==> config.mk <==
export PLATFORM = sky130hd
export DESIGN_NAME = temc_front
export DESIGN_NICKNAME = d
export VERILOG_FILES = /design/src/rtl/temc_pkg.sv /design/src/rtl/temc_front.sv
export SDC_FILE = /design/constraint.sdc
export NUM_CORES = 1
export LEC_CHECK = 0
export ABC_AREA = 1
export CORE_MARGIN = 2
export CORE_UTILIZATION = 30
export DETAILED_ROUTE_END_ITERATION = 8
export DONT_BUFFER_PORTS = 1
export GPL_ROUTABILITY_DRIVEN = 0
export PLACE_DENSITY_LB_ADDON = 0.08
export SLEW_MARGIN = 20
export SYNTH_ARGS = -nofsm -noshare
export SYNTH_HDL_FRONTEND = slang
export SYNTH_SLANG_ARGS = --single-unit
==> constraint.sdc <==
create_clock -name clk_i -period 4.2 [get_ports clk_i]
set_clock_uncertainty 0.2 [all_clocks]
set_input_delay 0.84 -clock clk_i [delete_from_list [all_inputs] [get_ports clk_i]]
set_output_delay 0.84 -clock clk_i [all_outputs]
set_load 0.03 [all_outputs]
==> src/rtl/temc_pkg.sv <==
// Shared types and constants for the edge-pair motif counter.
package temc_pkg;
  localparam int unsigned NodesDefault = 256;
  localparam int unsigned NodeW = 8;
  localparam int unsigned DegW = 9;
  localparam int unsigned CntW = 17;
  localparam int unsigned SumW = 25;
  localparam int unsigned OutW = 32;
  localparam int unsigned QDepth = 2;

  typedef struct packed {
    logic [NodeW-1:0] row;
    logic [NodeW-1:0] col;
    logic             add;
    logic             last;
  } item_t;

  typedef struct packed {
    logic [CntW-1:0] edges;
    logic [CntW-1:0] trace;
    logic [SumW-1:0] rsq;
    logic [SumW-1:0] csq;
    logic [SumW-1:0] xsum;
  } totals_t;
endpackage

==> src/rtl/temc_front.sv <==
// Front end: range check, classification and a small item queue.
module temc_front #(
  parameter int unsigned Nodes = temc_pkg::NodesDefault
) (
  input  logic                           clk_i,
  input  logic                           rst_ni,
  input  logic                           push_i,
  input  logic [temc_pkg::NodeW-1:0]     row_node_i,
  input  logic [temc_pkg::NodeW-1:0]     col_node_i,
  input  logic                           edge_bit_i,
  input  logic                           last_entry_i,
  output logic                           full_o,
  output logic                           valid_o,
  output temc_pkg::item_t                item_o,
  input  logic                           pop_i
);
  temc_pkg::item_t  q_q [temc_pkg::QDepth];
  logic             rd_q, wr_q;
  logic [1:0]       cnt_q;
  temc_pkg::item_t  in_item;
  logic             in_range;

  assign in_range = ({5'd0, row_node_i} < 13'(Nodes)) && ({5'd0, col_node_i} < 13'(Nodes));
  assign in_item = '{row: row_node_i, col: col_node_i,
                     add: edge_bit_i & in_range, last: last_entry_i};
  assign full_o  = (cnt_q == 2'(temc_pkg::QDepth));
  assign valid_o = (cnt_q != 2'd0);
  assign item_o  = q_q[rd_q];

  always_ff @(posedge clk_i) if (push_i) q_q[wr_q] <= in_item;

  always_ff @(posedge clk_i or negedge rst_ni) begin
    if (!rst_ni) begin
      rd_q <= 1'b0; wr_q <= 1'b0; cnt_q <= 2'd0;
    end else begin
      if (push_i) wr_q <= ~wr_q;
      if (pop_i) rd_q <= ~rd_q;
      cnt_q <= cnt_q + 2'(push_i) - 2'(pop_i);
    end
  end
endmodule

==> results of run 1 <==
cells in the mapped netlist:
cell / n
edfxtp_1: 36
inv_1: 25
nand2_1: 25
o21ai_2: 12
o21ai_0: 6
dfrtp_1: 4
buf_12: 2
buf_6: 2
ha_1: 2
nor2_1: 2
xor2_1: 2
nand3_1: 1
kinds of logic after synthesis:
kind of cell,count (synthesis),share of synthesized area
compound gates,18,0.08333
xor+xnor,2,0.01080
fa+ha+maj,2,0.01543
simple gates,28,0.06559
buf+inv,29,0.09645
flops,40,0.7284
layout make-up:
| type | count | area (um2) |
|---|---|---|
| Fill cell | 504 | 3433 |
| Tap cell | 70 | 87.58 |
| Clock buffer | 5 | 68.82 |
| Timing Repair Buffer | 1 | 7.507 |
| Clock inverter | 3 | 13.76 |
| Multi-Input combinational cell | 50 | 286.5 |
| Sequential cell | 40 | 1181 |
| Inverter | 25 | 93.84 |
per-stage QoR:
| stage | utilization | hold WS, ps | power (W) |
|---|---|---|---|
| 2_1_floorplan | - | 263.4 | 0.001044 |
| 4_1_cts | 0.3362 | 27.95 | 0.001297 |
| 3_5_place_dp | 0.3203 | 300.6 | 0.001058 |
| 5_1_grt | 0.3362 | 22.95 | 0.001352 |
| 3_3_place_gp | 0.3203 | 298.3 | 0.001049 |
| 6_report | 0.3362 | 42.34 | 0.001272 |
per-layer routing:
metal  global-route usage  vias to the layer above
met1              0.09970                      351
li1                     -                      394
met5                    0                        -
met2               0.1357                       31
met3              0.05233                        5
met4              0.04821                        0
power by group through the flow:
stage | clock [W] | sequential (W) | combinational (W)
detailed placement | 0 | 0.000604 | 0.000453
floorplan | 0 | 0.000562 | 0.000482
finish | 0.000234 | 0.000595 | 0.000443
CTS | 0.000247 | 0.000595 | 0.000454
global route | 0.000260 | 0.000610 | 0.000482
global placement | 0 | 0.000603 | 0.000446
flip-flops by register name (all words and copies together) (netlist names):
name	flops
wr_q	1
rd_q	1
cnt_q	2
q_q	36
final timing paths:
check | endpoint | slack [ps]
max | item_o[1] | 1270
min | wr_q$_DFFE_PN0P_ | 40
max reg2reg | q_q[0][11]$_DFFE_PP_ | 2430
min reg2reg | wr_q$_DFFE_PN0P_ | 310
max in group asynchronous | rd_q$_DFFE_PN0P_ | 3690
min in group clk_i | wr_q$_DFFE_PN0P_ | 310
==> metrics.md, run 1 <==
| Metric | Value |
|---|---|
| Status | `finished clean` |
| RSZ-0062 raised after global routing | `false` |
| Cts repair resizes | `0` |
| Logic pwr share | `0.348` |
| Worst Path Required | `3160 ps` |
| #FFs+latches synth | `40` |
| Top post-synthesis cells by area | `edfxtp_1 67%, o21ai_2 6.5%, dfrtp_1 6.2%` |
| Setup WS post-layout | `1274 ps` |
| CP peak stage delay | `910 ps` |
| WL met3 | `231 um` |
| Fmax | `341.7 MHz` |
| Startpoint types | `flop` |
| Cell Count Post-Placement | `186` |
| Sequential share of power | `0.467` |
| Sequential fraction of the synthesis area | `0.7284` |
| Max Cap Violations | `0` |
| Final Max Tran Viols | `0` |
| Post-layout min period | `2926 ps` |
| CP top delay family | `compound AO/OA/AOI/OAI gates` |
| CTS sink count | `40` |
| Reg2Reg Depth | `1` |
| Setup_tns | `0 ps` |
| GR Util All Layers | `0.08991` |
| Critical path buffers and inverters | `0` |
| Synth Warn # | `0` |
| Crit-path max FO | `24` |
| First-pass GRT wire length | `3898 um` |
| Leakage Power | `0.6949 nW` |
| Yosys cell types | `12` |
| Cells after Synth | `119` |
| Row cnt | `26` |
| # IOs | `42` |
| Core area | `0.005172 mm2` |
| DR WL/cell | `12.88 um` |
| Pre-antenna DRT Iters | `2` |
| Endpoints failing setup | `0` |
| Synthesized cell area | `0.001622 mm2` |
| Placed Area | `0.001657 mm2` |
| Reg clk slew, reported paths | `70 ps` |
| GRT overflow | `0` |
| Pwr per Cell Area | `731.3 mW/mm2` |
| Post-DR vias/cell | `4.026` |
| Via count of the first global-routing pass | `739` |
| Layout cells sized above 1 | `0.1694` |
| Maximum vdd drop | `214.4 uV` |
| Worst slew pin tran | `984.9 ps` |
| Starting Density | `0.3135` |
| Final hold violation count | `0` |
| # DRC | `0` |
| Initial antenna violation count | `0` |
| Most frequent cells in the layout | `36 x edfxtp_1, 25 x inv_1, 25 x nand2_1` |
| Horiz. Die Dim | `77.52 um` |
| Crit end category | `primary output` |
| # diodes | `0` |
| Routed wl met2 | `1209 um` |
| Root Driver | `clkbuf_8` |
| Critical path depth | `1` |
| Syn_nets | `143` |
| Synth top area share | `0.6667` |
| Crit path kind | `flop to primary output` |
| Inserted Clock Buffers | `5` |
| Chip Height | `77.52 um` |
| CTS H-tree depth | `2` |
| M1 WL | `1006 um` |
| Worst-skew pair later-pin latency | `280 ps` |
| Fin nets | `147` |
| First DRT Iteration DRCs | `28` |
| Mapped Avg Cell Area | `13.63 um2` |
| Remaining antenna violation count | `0` |
| Tcrit/Tclk final | `0.6967` |
| Port bufs | `0` |
| Slew margin rel. | `0.3427` |
| Clock share of power | `0.184` |
| Die ar. | `0.006009 mm2` |
| Design Area, Final | `0.001739 mm2` |
| Slowest CP cell | `o21ai_0` |
| Post-CTS setup buffers | `0` |
| CTS tree | `yes` |
| Crit path cell chain | `o21ai_0` |
| Dpl hpwl | `1661 um` |
| Commonest non-fill, non-tap cell in the layout | `edfxtp_1` |
| Vias | `781` |
| Finished Layout Cells | `194` |
| Dpl ws | `1564 ps` |
| Area Overhead vs Synth | `7.253%` |
| Leading area contributor after synthesis | `edfxtp_1` |
| Sw frac | `0.4268` |
| R2r startpoint | `wr_q$_DFFE_PN0P_` |
| Internal power | `0.0007291 W` |
| DR top layer | `met4` |
| Worst hold-check path type | `primary input to async pin` |
| Largest net degree at the start of global routing | `25` |
| NetSw | `0.0005428 W` |
| Post-CTS Hold Buffers | `0` |
| Worst setup path start | `rd_q$_DFFE_PN0P_` |
| Routed wire length | `2499 um` |
| CP arrival | `1890 ps` |
| Worst-case clock buffer depth | `2` |
Power figures use the tool's default switching activity.
==> inputs of run 2 (changes only) <==
- clock period: 4.2 -> 2.65 ns (I/O delays scaled with it)
==> run 2 against run 1 <==
Against the previous run:
- critical path depth grew 1
- register-to-register slack lost 1400 ps
- clock-buffer cell count grew 3
- via count grew 6.4%
- non-clock buffer count grew 9
- cell count grew 4.6%
- largest cell class unchanged
==> metrics.md, run 2 (synthesis gave the netlist of run 1 again) <==
| Metric | Value |
|---|---|
| Crit path kind | `flop to primary output` |
| Leakage Power | `0.7445 nW` |
| Sequential share of power | `0.409` |
| Root Driver | `clkbuf_8` |
| Max reg flops | `36` |
| CTS tree | `yes` |
| Post-DR vias/cell | `4.094` |
| Horiz. Die Dim | `77.52 um` |
| Inserted Clock Buffers | `5` |
| Crit-path max FO | `21` |
| Worst slew pin tran | `808.4 ps` |
| Post-layout min period | `2013 ps` |
| GRT overflow | `0` |
| Startpoint types | `flop` |
| Most frequent cells in the layout | `36 x edfxtp_1, 25 x inv_1, 25 x nand2_1` |
| Remaining antenna violation count | `0` |
| Reg clk slew, reported paths | `70 ps` |
| Row cnt | `26` |
| Chip Height | `77.52 um` |
| Worst setup path start | `rd_q$_DFFE_PN0P_` |
| Logic pwr share | `0.390` |
| Tcrit/Tclk final | `0.7595` |
| Port bufs | `0` |
| Max Cap Violations | `0` |
| Die ar. | `0.006009 mm2` |
| First-pass GRT wire length | `4215 um` |
| Initial antenna violation count | `0` |
| Pre-antenna DRT Iters | `4` |
| Sw frac | `0.4060` |
| Commonest non-fill, non-tap cell in the layout | `edfxtp_1` |
| Dpl hpwl | `1706 um` |
| Biggest regs | `q_q (36), cnt_q (2)` |
| Fin nets | `156` |
| First DRT Iteration DRCs | `37` |
| Crit path to | `item_o[15]` |
| Vias | `831` |
| Via count of the first global-routing pass | `835` |
| R2R setup slack | `1020 ps` |
| RSZ-0062 raised after global routing | `false` |
| Worst hold-check path type | `primary input to flop` |
| Layout cells sized above 1 | `0.2180` |
| Worst Path Required | `1920 ps` |
| Starting Density | `0.3135` |
| Setup_tns | `0 ps` |
| Largest net degree at the start of global routing | `22` |
| R2r startpoint | `wr_q$_DFFE_PN0P_` |
| Reg2Reg Depth | `2` |
| CP arrival | `1280 ps` |
| NetSw | `0.0008794 W` |
| DR WL/cell | `12.81 um` |
| Final Max Tran Viols | `0` |
| Dpl ws | `863.1 ps` |
| Slew margin rel. | `0.4605` |
| Maximum vdd drop | `468.2 uV` |
| Final hold violation count | `0` |
| CTS sink count | `40` |
| Core area | `0.005172 mm2` |
| CTS H-tree depth | `2` |
| Pwr per Cell Area | `1186 mW/mm2` |
| Internal power | `0.001287 W` |
| Setup WS post-layout | `637.4 ps` |
| GR Util All Layers | `0.09713` |
| Hold slack | `123.8 ps` |
| # IOs | `42` |
| Worst-skew pair later-pin latency | `280 ps` |
| # DRC | `0` |
| Layout Utilization | `0.3532` |
| Top reg by flops | `q_q` |
| Crit end category | `primary output` |
| Endpoints failing setup | `0` |
| Clock share of power | `0.201` |
| Routed wire length | `2601 um` |
| # diodes | `0` |
| Worst-case clock buffer depth | `2` |
| Fmax | `496.9 MHz` |
| Area Overhead vs Synth | `12.65%` |
| FF-to-FF End | `q_q[1][7]$_DFFE_PP_` |
| Status | `finished clean` |
[run 2: worst min path at each step]
stage | start | endpoint | depth (start not counted)
after CTS | pop_i | rd_q$_DFFE_PN0P_ | 1
after global routing | pop_i | rd_q$_DFFE_PN0P_ | 1
final | pop_i | rd_q$_DFFE_PN0P_ | 1
after floorplan | rst_ni | cnt_q[0]$_DFF_PN0_ | 0
after detailed placement | rst_ni | wr_q$_DFFE_PN0P_ | 0
after global placement | rst_ni | cnt_q[0]$_DFF_PN0_ | 0
[run 2: metal layers]
| metal | GRT usage | vias up | share of wire |
|---|---|---|---|
| met5 | 0 | - | 0 |
| met4 | 0.04286 | 0 | 0.018 |
| met3 | 0.06744 | 6 | 0.11 |
| met2 | 0.1426 | 32 | 0.45 |
| met1 | 0.1079 | 377 | 0.42 |
| li1 | - | 416 | - |
[run 2: final cells by class]
class / instances / area (um2)
Clock buffer: 8 / 100.1
Fill cell: 496 / 3346
Multi-Input combinational cell: 50 / 286.5
Tap cell: 70 / 87.58
Sequential cell: 40 / 1181
Inverter: 25 / 93.84
Timing Repair Buffer: 10 / 77.57
[run 2: power by group through the flow]
stage	combinational, W	clock (W)	sequential (W)
CTS	0.000870	0.000456	0.000886
global placement	0.000855	0	0.000898
finish	0.000846	0.000435	0.000886
floorplan	0.000763	0	0.000891
global route	0.000937	0.000480	0.000900
detailed placement	0.000865	0	0.000900
[run 2: repair_timing]
item	in CTS	in global routing
endpoints found under the hold margin	4	0
hold buffers	1	0
gates resized for setup	0	0
buffers inserted	0	0
[run 2: per-stage QoR]
step	area [um2]	std cells	power (W)
after floorplan	1622	119	0.001654
after global placement	1717	194	0.001753
after detailed placement	1717	194	0.001765
after CTS	1827	203	0.002212
after global routing	1827	203	0.002317
final	1827	203	0.002166
[run 2: worst max-delay path: stages, from the launching register on]
cell and delay, ps:
dfrtp_1 380, buf_4 230, o21ai_2 390
==> inputs of run 3 (changes only) <==
- clock period: 2.65 -> 1.8 ns (I/O delays scaled with it)
==> run 3 against run 2 <==
Against the previous run:
- final area is 20% higher
- power grew 67%
- sequential power is 49% higher
- clock-buffer cell count decreased by 3
- flip-flop and latch count stayed put
- clock power increased by 56%
- largest power group is now combinational logic
==> metrics.md, run 3 (synthesis gave the netlist of run 1 again) <==
| Metric | Value |
|---|---|
| Status | `finished clean` |
| DR WL/cell | `12.30 um` |
| Chip Height | `77.52 um` |
| Dpl hpwl | `1666 um` |
| Pwr per Cell Area | `1645 mW/mm2` |
| Inserted Clock Buffers | `5` |
| CP peak stage delay | `450 ps` |
| Worst-skew pair later-pin latency | `280 ps` |
| Maximum vdd drop | `565.1 uV` |
| Worst Path Required | `1240 ps` |
| Layout cells sized above 1 | `0.2436` |
| Crit end category | `primary output` |
| Root Driver | `clkbuf_8` |
| Reg2Reg Depth | `2` |
| Post-CTS setup buffers | `0` |
| Via count of the first global-routing pass | `868` |
| Top reg by flops | `q_q` |
| Max Cap Violations | `0` |
| First DRT Iteration DRCs | `10` |
| Final hold violation count | `0` |
| Fmax | `567.0 MHz` |
| # diodes | `0` |
| Post-layout min period | `1764 ps` |
| Horiz. Die Dim | `77.52 um` |
| Hold Path Depth | `1` |
| Critical path buffers and inverters | `1` |
| Tcrit/Tclk final | `0.9797` |
| Starting Density | `0.3135` |
| Biggest regs | `q_q (36), cnt_q (2)` |
| Largest net degree at the start of global routing | `23` |
| Remaining antenna violation count | `0` |
| RSZ-0062 raised after global routing | `true` |
| # IOs | `42` |
| Crit path cell chain | `buf_12 -> o21ai_4` |
| Hold slack | `15.60 ps` |
| Post-DR vias/cell | `4.124` |
| CP top delay family | `flip-flops` |
| Fin nets | `179` |
| Slowest CP cell | `dfrtp_2` |
| Worst-case clock buffer depth | `2` |
| Row cnt | `26` |
| R2r startpoint | `wr_q$_DFFE_PN0P_` |
| CTS sink count | `40` |
| Worst slew pin tran | `287.6 ps` |
| Commonest non-fill, non-tap cell in the layout | `edfxtp_1` |
| Pre-antenna DRT Iters | `2` |
| Setup_tns | `0 ps` |
| R2R setup slack | `470 ps` |
| Final Max Tran Viols | `0` |
| Worst hold-check path type | `primary input to flop` |
| Reg clk slew, reported paths | `70 ps` |
| Area Overhead vs Synth | `35.26%` |
| Startpoint types | `flop` |
| Endpoints failing setup | `0` |
| CTS tree | `yes` |
| Hold path start | `push_i` |
| Crit-path max FO | `22` |
| Die ar. | `0.006009 mm2` |
| First-pass GRT wire length | `4153 um` |
| Slew margin rel. | `0.8078` |
| FF-to-FF End | `q_q[0][7]$_DFFE_PP_` |
| GRT overflow | `0` |
| CTS H-tree depth | `2` |
| Initial antenna violation count | `0` |
| CP arrival | `1200 ps` |
| Leakage Power | `0.8741 nW` |
| Most frequent cells in the layout | `36 x edfxtp_1, 25 x inv_1, 25 x nand2_1` |
| Vias | `932` |
| Crit path kind | `flop to primary output` |
| Core area | `0.005172 mm2` |
| Hold Path End | `cnt_q[0]$_DFF_PN0_` |
| # DRC | `0` |
| Max reg flops | `36` |
| Routed wire length | `2779 um` |
| Port bufs | `0` |
| GR Util All Layers | `0.09295` |
-- run 3: power breakdown --
group,internal (W),switching (W)
clock,0.000403,0.000275
combinational,0.000513,0.00110
sequential,0.00125,0.0000748
-- run 3: worst register-to-register path: cells and delay by family (launching register included) --
kind	cells	cell delay [ps]
DFF	1	420
buffers and inverters	1	270
and+or+nand+nor	1	110
-- run 3: layout make-up --
class / count / area, um2
fillers: 490 / 2979
flip-flops and latches: 40 / 1182
multi-input cells: 50 / 399.1
repair buffers: 33 / 324.1
inverters: 25 / 93.84
well taps: 70 / 87.58
clock buffers: 5 / 68.82
clock inverters: 3 / 37.54
-- run 3: how the worst max path moves through the flow --
| stage | start | end | slack, ps | cells after the start |
|---|---|---|---|---|
| after floorplan | wr_q$_DFFE_PN0P_ | q_q[0][0]$_DFFE_PP_ | 20 | 1 |
| after global placement | rd_q$_DFFE_PN0P_ | item_o[4] | 270 | 3 |
| after detailed placement | rd_q$_DFFE_PN0P_ | item_o[4] | 270 | 3 |
| after CTS | rd_q$_DFFE_PN0P_ | item_o[5] | -10 | 2 |
| after global routing | rd_q$_DFFE_PN0P_ | item_o[14] | -40 | 3 |
| final | rd_q$_DFFE_PN0P_ | item_o[14] | 40 | 2 |
-- run 3: metal layers --
layer  GRT usage  part of all wire  vias to the layer above
met5           0                 0                        -
met4     0.04286             0.012                        0
met3     0.03953             0.060                        4
met2      0.1530              0.54                       32
met1      0.1044              0.39                      435
li1            -                 -                      461
-- run 3: through the flow --
stage / area, um2 / cells / power [W] / util / setup slack, ps
after floorplan: 1622 / 119 / 0.002435 / - / 20.76
after global placement: 1744 / 196 / 0.002633 / 0.3372 / 272.1
after detailed placement: 1744 / 196 / 0.002650 / 0.3372 / 267.9
after CTS: 2102 / 225 / 0.003477 / 0.4064 / -14.31
after global routing: 2193 / 226 / 0.003819 / 0.4240 / -37.69
final: 2193 / 226 / 0.003607 / 0.4240 / 36.48
-- run 3: what timing repair did --
action	in CTS	in global routing
resized for setup	12	18
cloned	0	1
pin swaps	0	3
hold endpoints to repair	42	0
hold buffers	21	0
endpoints found under the setup margin	10	13
